### src/rtl/core/lrm_pkg.sv
// Shared types and constants for the label region moments block.
package lrm_pkg;

	// Field widths of the pixel request and the moment result
	localparam int LABEL_W = 8;
	localparam int COORD_W = 15;
	localparam int AREA_W = 30;
	localparam int SUM1_W = 46;
	localparam int SUM2_W = 61;
	localparam int PROD_W = 2 * COORD_W;
	localparam int RES_FIELDS_W = AREA_W + 2 * SUM1_W + 3 * SUM2_W;
	localparam int RES_W = ((RES_FIELDS_W + 7) / 8) * 8;
	localparam int RES_PAD_W = RES_W - RES_FIELDS_W;

	// Configuration port
	localparam int CFG_IDX_W = 2;
	localparam int CFG_DATA_W = COORD_W;
	localparam logic [CFG_IDX_W-1:0] REG_IMAGE_WIDTH = 2'd0;
	localparam logic [CFG_IDX_W-1:0] REG_IMAGE_HEIGHT = 2'd1;
	localparam logic [CFG_IDX_W-1:0] REG_TARGET_LABEL = 2'd2;

	// Result queue sizing
	localparam int RES_DEPTH = 4;
	localparam int RES_PTR_W = 2;
	localparam int RES_CNT_W = 3;

	// Pixel after position tracking and label compare
	typedef struct packed {
		logic valid;
		logic match;
		logic frame_end;
		logic [COORD_W-1:0] col;
		logic [COORD_W-1:0] row;
	} pix_s1_t;

	// Pixel with its coordinate products
	typedef struct packed {
		logic valid;
		logic match;
		logic frame_end;
		logic [COORD_W-1:0] col;
		logic [COORD_W-1:0] row;
		logic [PROD_W-1:0] col_sq;
		logic [PROD_W-1:0] col_row;
		logic [PROD_W-1:0] row_sq;
	} pix_s2_t;

	// Result word; the first field sits in the lowest bits
	typedef struct packed {
		logic [RES_PAD_W-1:0] pad;
		logic [SUM2_W-1:0] sum_row_sq;
		logic [SUM2_W-1:0] sum_col_row;
		logic [SUM2_W-1:0] sum_col_sq;
		logic [SUM1_W-1:0] sum_row;
		logic [SUM1_W-1:0] sum_col;
		logic [AREA_W-1:0] area;
	} res_t;

endpackage

### src/rtl/core/lrm_position.sv
// Raster position counters, label compare and the first pipeline register.
module lrm_position #(
	parameter int MAX_SIDE = 32767
) (
	input  logic clk,
	input  logic arst_n,
	input  logic pix_fire,
	input  logic [lrm_pkg::LABEL_W-1:0] label,
	input  logic [lrm_pkg::COORD_W-1:0] image_width,
	input  logic [lrm_pkg::COORD_W-1:0] image_height,
	input  logic [lrm_pkg::LABEL_W-1:0] target_label,
	output lrm_pkg::pix_s1_t pix_s1
);
	import lrm_pkg::*;

	localparam logic [COORD_W-1:0] SIDE_MAX = COORD_W'(MAX_SIDE);
	localparam logic [COORD_W-1:0] SIDE_ONE = COORD_W'(1);

	logic [COORD_W-1:0] col_q;
	logic [COORD_W-1:0] row_q;
	logic [COORD_W-1:0] width_eff;
	logic [COORD_W-1:0] height_eff;
	logic [COORD_W:0] col_inc;
	logic [COORD_W:0] row_inc;
	logic row_end;
	logic frame_end;

	// Zero sizes act as one, oversize acts as the largest side
	always_comb begin
		if (image_width == '0) begin
			width_eff = SIDE_ONE;
		end else if (image_width > SIDE_MAX) begin
			width_eff = SIDE_MAX;
		end else begin
			width_eff = image_width;
		end
		if (image_height == '0) begin
			height_eff = SIDE_ONE;
		end else if (image_height > SIDE_MAX) begin
			height_eff = SIDE_MAX;
		end else begin
			height_eff = image_height;
		end
	end

	// Row and frame ends against the current size registers
	assign col_inc = {1'b0, col_q} + (COORD_W+1)'(1);
	assign row_inc = {1'b0, row_q} + (COORD_W+1)'(1);
	assign row_end = col_inc >= {1'b0, width_eff};
	assign frame_end = row_end && (row_inc >= {1'b0, height_eff});

	// Position of the next pixel
	always_ff @(posedge clk or negedge arst_n) begin
		if (!arst_n) begin
			col_q <= '0;
			row_q <= '0;
		end else if (pix_fire) begin
			if (frame_end) begin
				col_q <= '0;
				row_q <= '0;
			end else if (row_end) begin
				col_q <= '0;
				row_q <= row_inc[COORD_W-1:0];
			end else begin
				col_q <= col_inc[COORD_W-1:0];
			end
		end
	end

	// First pipeline register; the payload loads only with an accepted pixel
	always_ff @(posedge clk or negedge arst_n) begin
		if (!arst_n) begin
			pix_s1 <= '0;
		end else begin
			pix_s1.valid <= pix_fire;
			if (pix_fire) begin
				pix_s1.match <= (label == target_label);
				pix_s1.frame_end <= frame_end;
				pix_s1.col <= col_q;
				pix_s1.row <= row_q;
			end
		end
	end

endmodule

### src/rtl/core/lrm_products.sv
// Coordinate products and the second pipeline register.
module lrm_products (
	input  logic clk,
	input  logic arst_n,
	input  lrm_pkg::pix_s1_t pix_s1,
	output lrm_pkg::pix_s2_t pix_s2
);
	import lrm_pkg::*;

	// Valid flag follows the first stage; one 15x15 product per moment term
	always_ff @(posedge clk or negedge arst_n) begin
		if (!arst_n) begin
			pix_s2 <= '0;
		end else begin
			pix_s2.valid <= pix_s1.valid;
			if (pix_s1.valid) begin
				pix_s2.match <= pix_s1.match;
				pix_s2.frame_end <= pix_s1.frame_end;
				pix_s2.col <= pix_s1.col;
				pix_s2.row <= pix_s1.row;
				pix_s2.col_sq <= PROD_W'(pix_s1.col) * PROD_W'(pix_s1.col);
				pix_s2.col_row <= PROD_W'(pix_s1.col) * PROD_W'(pix_s1.row);
				pix_s2.row_sq <= PROD_W'(pix_s1.row) * PROD_W'(pix_s1.row);
			end
		end
	end

endmodule

### src/rtl/core/lrm_accum.sv
// Moment accumulators; a frame end pushes the sums and clears them.
module lrm_accum (
	input  logic clk,
	input  logic arst_n,
	input  lrm_pkg::pix_s2_t pix_s2,
	output logic push,
	output lrm_pkg::res_t push_data
);
	import lrm_pkg::*;

	logic [AREA_W-1:0] acc_area_q;
	logic [SUM1_W-1:0] acc_col_q;
	logic [SUM1_W-1:0] acc_row_q;
	logic [SUM2_W-1:0] acc_col_sq_q;
	logic [SUM2_W-1:0] acc_col_row_q;
	logic [SUM2_W-1:0] acc_row_sq_q;
	logic add_en;

	assign add_en = pix_s2.valid && pix_s2.match;

	// Sums including the current pixel
	always_comb begin
		push_data = '0;
		push_data.area = acc_area_q + AREA_W'(add_en);
		push_data.sum_col = acc_col_q + (add_en ? SUM1_W'(pix_s2.col) : '0);
		push_data.sum_row = acc_row_q + (add_en ? SUM1_W'(pix_s2.row) : '0);
		push_data.sum_col_sq = acc_col_sq_q + (add_en ? SUM2_W'(pix_s2.col_sq) : '0);
		push_data.sum_col_row = acc_col_row_q + (add_en ? SUM2_W'(pix_s2.col_row) : '0);
		push_data.sum_row_sq = acc_row_sq_q + (add_en ? SUM2_W'(pix_s2.row_sq) : '0);
	end

	assign push = pix_s2.valid && pix_s2.frame_end;

	// Running sums, cleared after the last pixel of a frame
	always_ff @(posedge clk or negedge arst_n) begin
		if (!arst_n) begin
			acc_area_q <= '0;
			acc_col_q <= '0;
			acc_row_q <= '0;
			acc_col_sq_q <= '0;
			acc_col_row_q <= '0;
			acc_row_sq_q <= '0;
		end else if (push) begin
			acc_area_q <= '0;
			acc_col_q <= '0;
			acc_row_q <= '0;
			acc_col_sq_q <= '0;
			acc_col_row_q <= '0;
			acc_row_sq_q <= '0;
		end else if (pix_s2.valid) begin
			acc_area_q <= push_data.area;
			acc_col_q <= push_data.sum_col;
			acc_row_q <= push_data.sum_row;
			acc_col_sq_q <= push_data.sum_col_sq;
			acc_col_row_q <= push_data.sum_col_row;
			acc_row_sq_q <= push_data.sum_row_sq;
		end
	end

endmodule

### src/rtl/core/lrm_result_fifo.sv
// Small result queue between the accumulators and the output stream.
module lrm_result_fifo (
	input  logic clk,
	input  logic arst_n,
	input  logic push,
	input  lrm_pkg::res_t push_data,
	input  logic pop,
	output logic not_empty,
	output lrm_pkg::res_t head,
	output logic [lrm_pkg::RES_CNT_W-1:0] count
);
	import lrm_pkg::*;

	res_t entry_q [RES_DEPTH];
	logic [RES_PTR_W-1:0] wr_ptr_q;
	logic [RES_PTR_W-1:0] rd_ptr_q;
	logic [RES_CNT_W-1:0] count_q;

	assign count = count_q;
	assign not_empty = (count_q != '0);
	assign head = entry_q[rd_ptr_q];

	// Pointers and fill count
	always_ff @(posedge clk or negedge arst_n) begin
		if (!arst_n) begin
			wr_ptr_q <= '0;
			rd_ptr_q <= '0;
			count_q <= '0;
		end else begin
			if (push) begin
				wr_ptr_q <= wr_ptr_q + RES_PTR_W'(1);
			end
			if (pop) begin
				rd_ptr_q <= rd_ptr_q + RES_PTR_W'(1);
			end
			if (push && !pop) begin
				count_q <= count_q + RES_CNT_W'(1);
			end else if (pop && !push) begin
				count_q <= count_q - RES_CNT_W'(1);
			end
		end
	end

	// Result storage
	always_ff @(posedge clk) begin
		if (push) begin
			entry_q[wr_ptr_q] <= push_data;
		end
	end

endmodule

### src/rtl/core/label_region_moments.sv
// Top level of the label region moments block.
// Takes a label image as a raster stream, one label byte per request, and sums
// the count, column, row, column squared, column times row and row squared of
// every pixel whose label equals target_label. After the last pixel of a frame
// one result request carries the six sums, which then restart from zero. A pixel
// is accepted every clock unless the queue stalls it; a result becomes valid
// once its last pixel has passed the position stage, then the product stage,
// whose accumulator sum is written straight into the result queue. The four-entry
// result queue sets the only stall: a pixel is refused while the queue entries
// together with frame ends still in the pipeline already reach four, so with
// a ready sink the rate stays at one pixel per clock even for 1x1 frames.
// Size or label writes take effect on the next accepted pixel.
module label_region_moments #(
	parameter int MAX_SIDE = 32767
) (
	input  logic clk,
	input  logic arst_n,
	input  logic cfg_wr_en,
	input  logic [lrm_pkg::CFG_IDX_W-1:0] cfg_index,
	input  logic [lrm_pkg::CFG_DATA_W-1:0] cfg_wdata,
	input  logic s_axis_tvalid,
	output logic s_axis_tready,
	input  logic [7:0] s_axis_tdata,     // label[7:0]
	output logic m_axis_tvalid,
	input  logic m_axis_tready,
	// area, sum_col, sum_row, sum_col_sq, sum_col_row, sum_row_sq, zero pad
	output logic [lrm_pkg::RES_W-1:0] m_axis_tdata
);
	import lrm_pkg::*;

	logic [COORD_W-1:0] image_width_q;
	logic [COORD_W-1:0] image_height_q;
	logic [LABEL_W-1:0] target_label_q;
	logic pix_fire;
	logic res_pop;
	logic res_push;
	res_t res_push_data;
	res_t res_head;
	logic [RES_CNT_W-1:0] res_count;
	logic [RES_CNT_W-1:0] res_claimed;
	pix_s1_t pix_s1;
	pix_s2_t pix_s2;

	// Configuration registers
	always_ff @(posedge clk or negedge arst_n) begin
		if (!arst_n) begin
			image_width_q <= COORD_W'(1);
			image_height_q <= COORD_W'(1);
			target_label_q <= '0;
		end else if (cfg_wr_en) begin
			case (cfg_index)
				REG_IMAGE_WIDTH: image_width_q <= cfg_wdata;
				REG_IMAGE_HEIGHT: image_height_q <= cfg_wdata;
				REG_TARGET_LABEL: target_label_q <= cfg_wdata[LABEL_W-1:0];
				default: ;
			endcase
		end
	end

	// Queue entries held plus those owed to frame ends in flight
	assign res_claimed = res_count
		+ RES_CNT_W'(pix_s1.valid && pix_s1.frame_end)
		+ RES_CNT_W'(pix_s2.valid && pix_s2.frame_end);
	assign s_axis_tready = (res_claimed < RES_CNT_W'(RES_DEPTH));
	assign pix_fire = s_axis_tvalid && s_axis_tready;
	assign res_pop = m_axis_tvalid && m_axis_tready;

	lrm_position #(
		.MAX_SIDE(MAX_SIDE)
	) u_position (
		.clk(clk),
		.arst_n(arst_n),
		.pix_fire(pix_fire),
		.label(s_axis_tdata[LABEL_W-1:0]),
		.image_width(image_width_q),
		.image_height(image_height_q),
		.target_label(target_label_q),
		.pix_s1(pix_s1)
	);

	lrm_products u_products (
		.clk(clk),
		.arst_n(arst_n),
		.pix_s1(pix_s1),
		.pix_s2(pix_s2)
	);

	lrm_accum u_accum (
		.clk(clk),
		.arst_n(arst_n),
		.pix_s2(pix_s2),
		.push(res_push),
		.push_data(res_push_data)
	);

	lrm_result_fifo u_result_fifo (
		.clk(clk),
		.arst_n(arst_n),
		.push(res_push),
		.push_data(res_push_data),
		.pop(res_pop),
		.not_empty(m_axis_tvalid),
		.head(res_head),
		.count(res_count)
	);

	assign m_axis_tdata = res_head;

	// The queue never holds more than its depth
	a_count_bound: assert property (@(posedge clk) disable iff (!arst_n)
		res_count <= RES_CNT_W'(RES_DEPTH))
		else $error("result queue count above depth");

	// Frame ends in flight never overcommit the queue
	a_claim_bound: assert property (@(posedge clk) disable iff (!arst_n)
		res_claimed <= RES_CNT_W'(RES_DEPTH))
		else $error("result queue overcommitted");

	// A push never lands on a full queue
	a_no_overflow: assert property (@(posedge clk) disable iff (!arst_n)
		res_push |-> (res_count < RES_CNT_W'(RES_DEPTH)) || res_pop)
		else $error("result pushed into full queue");

	// A frame end in the first pipeline register is pushed into the queue from the product stage
	a_frame_end_push: assert property (@(posedge clk) disable iff (!arst_n)
		(pix_s1.valid && pix_s1.frame_end) |=> res_push)
		else $error("frame end lost in pipeline");

endmodule
### config.mk
export PLATFORM = sky130hd
export DESIGN_NAME = label_region_moments
export DESIGN_NICKNAME = d
export VERILOG_FILES = /design/src/rtl/core/lrm_pkg.sv /design/src/rtl/core/lrm_position.sv /design/src/rtl/core/lrm_products.sv /design/src/rtl/core/lrm_accum.sv /design/src/rtl/core/lrm_result_fifo.sv /design/src/rtl/core/label_region_moments.sv
export SDC_FILE = /design/constraint.sdc
export NUM_CORES = 2
export LEC_CHECK = 0
export ABC_CLOCK_PERIOD_IN_PS = 8540
export BUFFER_PORTS_ARGS = -buffer_cell sky130_fd_sc_hd__buf_4
export CAP_MARGIN = 20
export CORE_ASPECT_RATIO = 0.6
export CORE_MARGIN = 2
export CORE_UTILIZATION = 53
export DETAILED_ROUTE_END_ITERATION = 7
export PLACE_DENSITY_LB_ADDON = 0.2
export SLEW_MARGIN = 10
export SYNTH_ARGS = -nofsm -noshare
export SYNTH_HDL_FRONTEND = slang
export SYNTH_SLANG_ARGS = --single-unit
### constraint.sdc
create_clock -name clk -period 8.54 [get_ports clk]
set_clock_uncertainty 0.2 [all_clocks]
set_input_delay 0.854 -clock clk [delete_from_list [all_inputs] [get_ports clk]]
set_output_delay 0.854 -clock clk [all_outputs]
set_load 0.05 [all_outputs]
# After elaboration in Yosys (flattened, before gate mapping)
# Memory sizes are Yosys's and may differ from the RTL's.
# Cells that the tools add are included.
[word_totals] reg_bits=536 ramBits=1220 in_bits=30 output_inout_bits=314 word_cells=103 memories=1
[memory_table] memory="u_result_fifo.entry_q" words=4 word_bits=305 rd=1 rd_ports_with_merged_regs=0 write_ports=1 line_no="lrm_result_fifo.sv:14" text="res_t entry_q [RES_DEPTH];"
[op_classes] addsub=14 n_mul=3 order_cmp=5 n_eq_ne=3 muxes=29 reduce_logical=21
[ops] cell="two-way mux 61 bit" count=6
[ops] cell="two-way mux 46 bit" count=4
[ops] cell="adder 61 bit" count=3
[ops] cell="two-way mux 15 bit" count=10
[ops] cell="two-way mux 30 bit" count=5
[ops] cell="adder 46 bit" count=2
[ops] cell="multiplier 15 x 15 -> 30 bit" count=3
[ops] cell="adder 15 x 1 -> 16 bit (second input constant)" count=2
[ops] cell=">= comparator 16 x 15 -> 1 bit" count=2
[ops] cell="adder 30 x 1 -> 30 bit" count=1
[ops] cell="> comparator 15 bit (second input constant)" count=2
[ops] cell="logical NOT 15 bit" count=2
[ops] cell="equality test 8 bit" count=1
[ops] cell="logical AND 1 bit" count=8
[ops] cell="AND reduction 2 bit" count=4
[ops] cell="adder 3 x 1 -> 3 bit" count=2
[ops] cell="two-way mux 3 bit" count=2
[ops] cell="nonzero test 2 bit" count=3
[ops] cell="adder 2 x 1 -> 2 bit (second input constant)" count=2
[ops] cell="adder 3 x 1 -> 3 bit (second input constant)" count=1
[ops] cell="< comparator 3 bit (second input constant)" count=1
[ops] cell="nonzero test 3 bit" count=1
[ops] cell="subtractor 3 x 1 -> 3 bit (second input constant)" count=1
[ops] cell="equality test 2 x 1 -> 1 bit (second input constant)" count=1
[ops] cell="4 further kinds" count=6

# Longest topological paths before layout
[depth] depth_word=7 ltp_mapped=27

# By module
# Synthesis repeated with hierarchy kept, for this count alone.
[hier_totals] hier_cells=7571 hier_area_um2=99212.7
[by_module_without_submodules] mod="lrm_result_fifo" instances=1 cells_per_inst=1663 area_each_um2=45414.8
[by_module_without_submodules] mod="lrm_products" instances=1 cells_per_inst=2691 area_each_um2=24970.2
[by_module_without_submodules] mod="lrm_accum" instances=1 cells_per_inst=2732 area_each_um2=23272.3
[by_module_without_submodules] mod="lrm_position" instances=1 cells_per_inst=395 area_each_um2=4052.6
[by_module_without_submodules] mod="label_region_moments" instances=1 cells_per_inst=90 area_each_um2=1502.7

# Worst setup path after synthesis
# No wires, ideal clock.
[synth_path] path_type="reg2reg" start="reg, netlist name u_products.pix_s2[120]" end="mem u_result_fifo.entry_q[1][0] (netlist bit), enable pin" setup_time_ns=0.708 t_arrival_ns=8.284 slack_ns=-0.652 path_stages_with_launch=5 path_buffers=3 synth_period_minus_slack_ns=9.192 cell_sequence="dfrtp_1 > clkbuf_1 > buf_1 > clkbuf_1 > and3_1"
[synth_between] elab_chain_len=3
[synth_lines] element="logical AND 1 bit" line_no="lrm_accum.sv:32" text="assign push = pix_s2.valid && pix_s2.frame_end;"
[synth_lines] element="two-way mux 1 bit" line_no="lrm_result_fifo.sv:46" text="if (push) begin"
[synth_lines] element="two-way mux 1 bit (not written as such)" line_no="lrm_result_fifo.sv:47" text="entry_q[wr_ptr_q] <= push_data;"
[synth_lines] element="end, declared" line_no="lrm_result_fifo.sv:14"
# Every way passes these cells.

# Worst setup path after layout
[layout_path] start="reg, netlist name u_position.pix_s1[22]" end="reg, netlist name u_products.pix_s2[56]"
[layout_between] elab_chain_len=1
[layout_lines] element="multiplier 15 x 15 -> 30 bit" line_no="lrm_products.sv:22" text="pix_s2.col_row <= PROD_W'(pix_s1.col) * PROD_W'(pix_s1.row);"
# Every way passes these cells.
# A chain may end at the register's enable or synchronous reset.

==> impl_metrics.csv <==
group,metric,value,unit
status,outcome,"finished clean",
global_route,grt_pass1_vias,62050,
routing,antenna_left,0,
timing,max_freq,0.1347,GHz
cells_and_area,final.fill_count,14470,
routing,totalWireLength,236900,um
setup_path,worst_ep_required_time,9030,ps
power,peakVddDrop,587.2,uV
power,power_leakage,0.04593,uW
routing,detail_route.vias_per_cell,5.928,
setup_path,timing.critical_path.arrival,7920,ps
yosys,post_synth_inst_count,7531,
die,std_cell_rows,122,
cells_and_area,final_core_utilization,0.5903,
yosys,post_synth_num_cell_types,103,
die,die_area,188400,um^2
timing,fin_setup_tns,0,ps
timing,timing.final.crit_share,0.8695,
die,core_area,183900,um^2
yosys,ys_dominant_reg_cell,"sky130_fd_sc_hd__edfxtp_1",
timing,setup_slack,1114,ps
cells_and_area,fin_nets,8638,
yosys,post_synth_instance_area,97970,um^2
global_route,grt_remaining_overflow,0,
setup_path,crit_path_start_kind,"register",
setup_path,worstPathBufferInverterCount,5,
global_route,grt_pass1_wl,369500,um
timing,final_period_minus_worst_setup_slack,7426,ps
yosys,ys_warn_count,0,
clock_network,reg_clk_slew_reported_paths,70,ps
yosys,synth-edff-count,1220,
yosys,synth_async_sr_flop_share,0.3037,
global_route,grt_use_total,0.2518,
die,io-pin-count,344,
global_route,grt_max_degree,148,
cells_and_area,ff_latch_area,49970,um^2
cells_and_area,final_cell_mix,"1220 x sky130_fd_sc_hd__edfxtp_1, 730 x sky130_fd_sc_hd__inv_1, 540 x sky130_fd_sc_hd__nand2_1, 524 x sky130_fd_sc_hd__dfrtp_1, 443 x sky130_fd_sc_hd__fa_1",
die,floorplan.die.height,337.0,um
timing,worst-slew-pin-transition,1122,ps
placed_design,post-place-ws,1160,ps
global_route,antenna_found_initial,3,
routing,drt-wirelength-per-cell,22.91,um
setup_path,critPathMaxFanout,19,
setup_path,slowest_delay,930,ps
setup_path,worst-setup-path-type,"reg -> reg",
cells_and_area,layout.cells.most_common,"sky130_fd_sc_hd__edfxtp_1",
placed_design,detailedPlacementHpwl,159400,um
power,power.density_cell_area,310.0,nW/um^2
cells_and_area,areaGrowthSynthToFinish,10.84,%
setup_path,timing.critical_path.to_type,"register",
clock_network,cts-htree-levels,4,
timing,relSlewSlack,0.2522,
placed_design,gpl.final_weighted_congestion,0.9068,
clock_network,clock_sinks,1752,
timing,setup_violations,0,
clock_network,clock_tree.root_cell,"sky130_fd_sc_hd__clkbuf_16",
routing,drt_pre_antenna_iters,6,
setup_path,cpMaxStageDelayCell,"sky130_fd_sc_hd__dfrtp_1",
setup_path,critical_path.cell_chain,"inv_1 > nor2_1 > fa_1 > inv_1 > fa_1 > inv_1 > fa_1 > ha_1 > fa_1 > inv_1 > fa_1 > inv_1 > ha_1 > a21oi_1 > o21bai_1 > a221oi_1 > o21ai_0 > a22oi_1 > o21ai_0 > o41ai_1 > xnor2_1 > mux2_2",
die,die_x,559.0,um
die,initial_core_util,0.5326,
setup_path,crit_path_leading_delay_family,"adder cells",
clock_network,cts_tree,"built",
timing,hold_violations,0,
yosys,syn_avg_cell_area,13.01,um^2
yosys,synth_seq_cells,1752,
placed_design,placement.io_buffers,336,
cells_and_area,proportion_of_layout_cells_with_a_drive_suffix_above_1,0.1509,
cells_and_area,area_of_the_multi_input_gates,43630,um^2
timing,setup_repair_after_global_routing_missed_its_margin,"no",
routing,routed-via-count,61310,
routing,drt_first_iter_violations,6041,
timing,final-max-slew-violation-count,0,
flow_run,drv.max_cap_violation_count,0,
routing,number_of_design_rule_violations_left_after_detail_routing,0,
clock_network,insertion_delay,820,ps
yosys,synth.yosys.seq_area_share,0.5099,
clock_network,tritoncts.num_buffers,172,
hold_path,hp-class,"in -> reg",
clock_network,cts_buffer_depth,4,
-- worst paths after layout --
kind	from	end	slack (ps)	depth (start not counted)
setup / recovery	u_position.pix_s1[22]$_DFFE_PN0P_	u_products.pix_s2[56]$_DFFE_PN0P_	1110	22
hold / removal	cfg_wdata[6]	image_width_q[6]$_DFFE_PN0P_	120	3
setup reg to reg	u_position.pix_s1[22]$_DFFE_PN0P_	u_products.pix_s2[56]$_DFFE_PN0P_	1110	22
hold reg to reg	u_products.pix_s2[25]$_DFFE_PN0P_	u_products.pix_s2[25]$_DFFE_PN0P_	280	1
min in group asynchronous	arst_n	u_accum.acc_col_sq_q[5]$_DFFE_PN0P_	430	2
max in group asynchronous	arst_n	u_accum.acc_row_sq_q[22]$_DFFE_PN0P_	5900	4
-- cell usage after synthesis (19+ instances only) --
master / count / area, um^2
sky130_fd_sc_hd__a211oi_1: 42 / 315.3
sky130_fd_sc_hd__a21o_1: 118 / 885.9
sky130_fd_sc_hd__a21oi_1: 193 / 965.9
sky130_fd_sc_hd__a221o_1: 35 / 350.3
sky130_fd_sc_hd__a22o_1: 129 / 1130
sky130_fd_sc_hd__a31oi_1: 28 / 175.2
sky130_fd_sc_hd__and2_1: 221 / 1383
sky130_fd_sc_hd__and3_1: 189 / 1182
sky130_fd_sc_hd__buf_1: 65 / 244.0
sky130_fd_sc_hd__clkbuf_1: 329 / 1235
sky130_fd_sc_hd__dfrtp_1: 530 / 13260
sky130_fd_sc_hd__edfxtp_1: 1220 / 36640
sky130_fd_sc_hd__fa_1: 443 / 8869
sky130_fd_sc_hd__ha_1: 440 / 5505
sky130_fd_sc_hd__inv_1: 730 / 2740
sky130_fd_sc_hd__mux2_2: 113 / 1272
sky130_fd_sc_hd__mux2i_1: 68 / 680.7
sky130_fd_sc_hd__mux4_2: 305 / 6869
sky130_fd_sc_hd__nand2_1: 540 / 2027
sky130_fd_sc_hd__nand2b_1: 26 / 162.7
sky130_fd_sc_hd__nand3_1: 185 / 925.9
sky130_fd_sc_hd__nand4_1: 77 / 481.7
sky130_fd_sc_hd__nor2_1: 273 / 1025
sky130_fd_sc_hd__nor2b_1: 50 / 312.8
sky130_fd_sc_hd__nor3_1: 67 / 335.3
sky130_fd_sc_hd__nor4_1: 27 / 168.9
sky130_fd_sc_hd__o211ai_1: 26 / 195.2
sky130_fd_sc_hd__o21a_1: 30 / 225.2
sky130_fd_sc_hd__o21ai_0: 152 / 760.7
sky130_fd_sc_hd__o21bai_1: 46 / 345.3
sky130_fd_sc_hd__o2bb2ai_1: 71 / 621.9
sky130_fd_sc_hd__o311ai_0: 45 / 394.1
sky130_fd_sc_hd__o31ai_1: 21 / 157.7
sky130_fd_sc_hd__or4_1: 19 / 142.6
sky130_fd_sc_hd__xnor2_1: 289 / 2531
sky130_fd_sc_hd__xor2_1: 115 / 1007
-- sequential cells by signal, indices dropped and copies added, names as in the netlist, 33 cells and up --
register               count
u_result_fifo.entry_q   1220
u_products.pix_s2        119
u_accum.acc_col_row_q     61
u_accum.acc_col_sq_q      61
u_accum.acc_row_sq_q      61
u_accum.acc_col_q         46
u_accum.acc_row_q         46
u_position.pix_s1         33
-- worst register-to-register path: cells and delay by family (launching register included) --
family	cells	cell delay, ps
buffers and inverters	5	630
XOR/XNOR	1	120
AO/OA/AOI/OAI	7	1950
adder cells (fa/ha/maj)	7	3000
flip-flops	1	930
AND/OR/NAND/NOR	1	240
multiplexers	1	270
-- final cells by class --
class,count,area share
Antenna cell,1,0.00002305
Sequential cell,1752,0.4602
Multi-Input combinational cell,4635,0.4018
Inverter,735,0.02549
Tap cell,2480,0.02858
Clock buffer,226,0.04404
Clock inverter,84,0.008273
Timing Repair Buffer,429,0.03155
-- power by group --
part / switching, uW / total [uW] / leakage [uW] / internal, uW
clock network: 3310 / 7760 / 0.00277 / 4450
logic: 9680 / 15800 / 0.0250 / 6110
registers: 588 / 10100 / 0.0182 / 9520
total: 13600 / 33700 / 0.0459 / 20100
-- timing repair --
| action | CTS | global route |
|---|---|---|
| hold endpoints to repair | 71 | 0 |
| setup buffers | 0 | 0 |
| gates resized for setup | 0 | 0 |
| hold buffers | 1 | 0 |
-- per-stage QoR --
step	hold WS [ps]	total power, uW	area [um^2]	instances
2_1_floorplan	185.1	21730	98010	7541
3_3_place_gp	258.6	25820	102900	10030
3_5_place_dp	264.0	26010	102900	10030
4_1_cts	65.50	33870	108600	10340
5_1_grt	89.22	35940	108600	10340
6_report	119.6	33660	108600	10340
-- metal layers --
metal / track usage / routed length, um / share of wire
met2: 0.3762 / 103900 / 0.44
met4: 0.05870 / 5267 / 0.022
met3: 0.04056 / 16270 / 0.069
met1: 0.3873 / 111500 / 0.47
met5: 0 / 9 / 0.000038
-- kinds of logic (layout without fill, tap and decap cells) --
group | count (synthesis) | in the layout | share of synthesized area
other | 1 | 12 | 0.00003828
AOI/OAI and AO/OA | 1095 | 1095 | 0.08188
buffers and inverters | 1154 | 1474 | 0.04562
and+or+nand+nor | 1756 | 1756 | 0.08968
DFF | 1752 | 1752 | 0.5099
adders and majority gates | 883 | 883 | 0.1467
muxes | 486 | 486 | 0.09005
xor gates and xnor gates | 404 | 404 | 0.03612
Power figures use the tool's default switching activity.
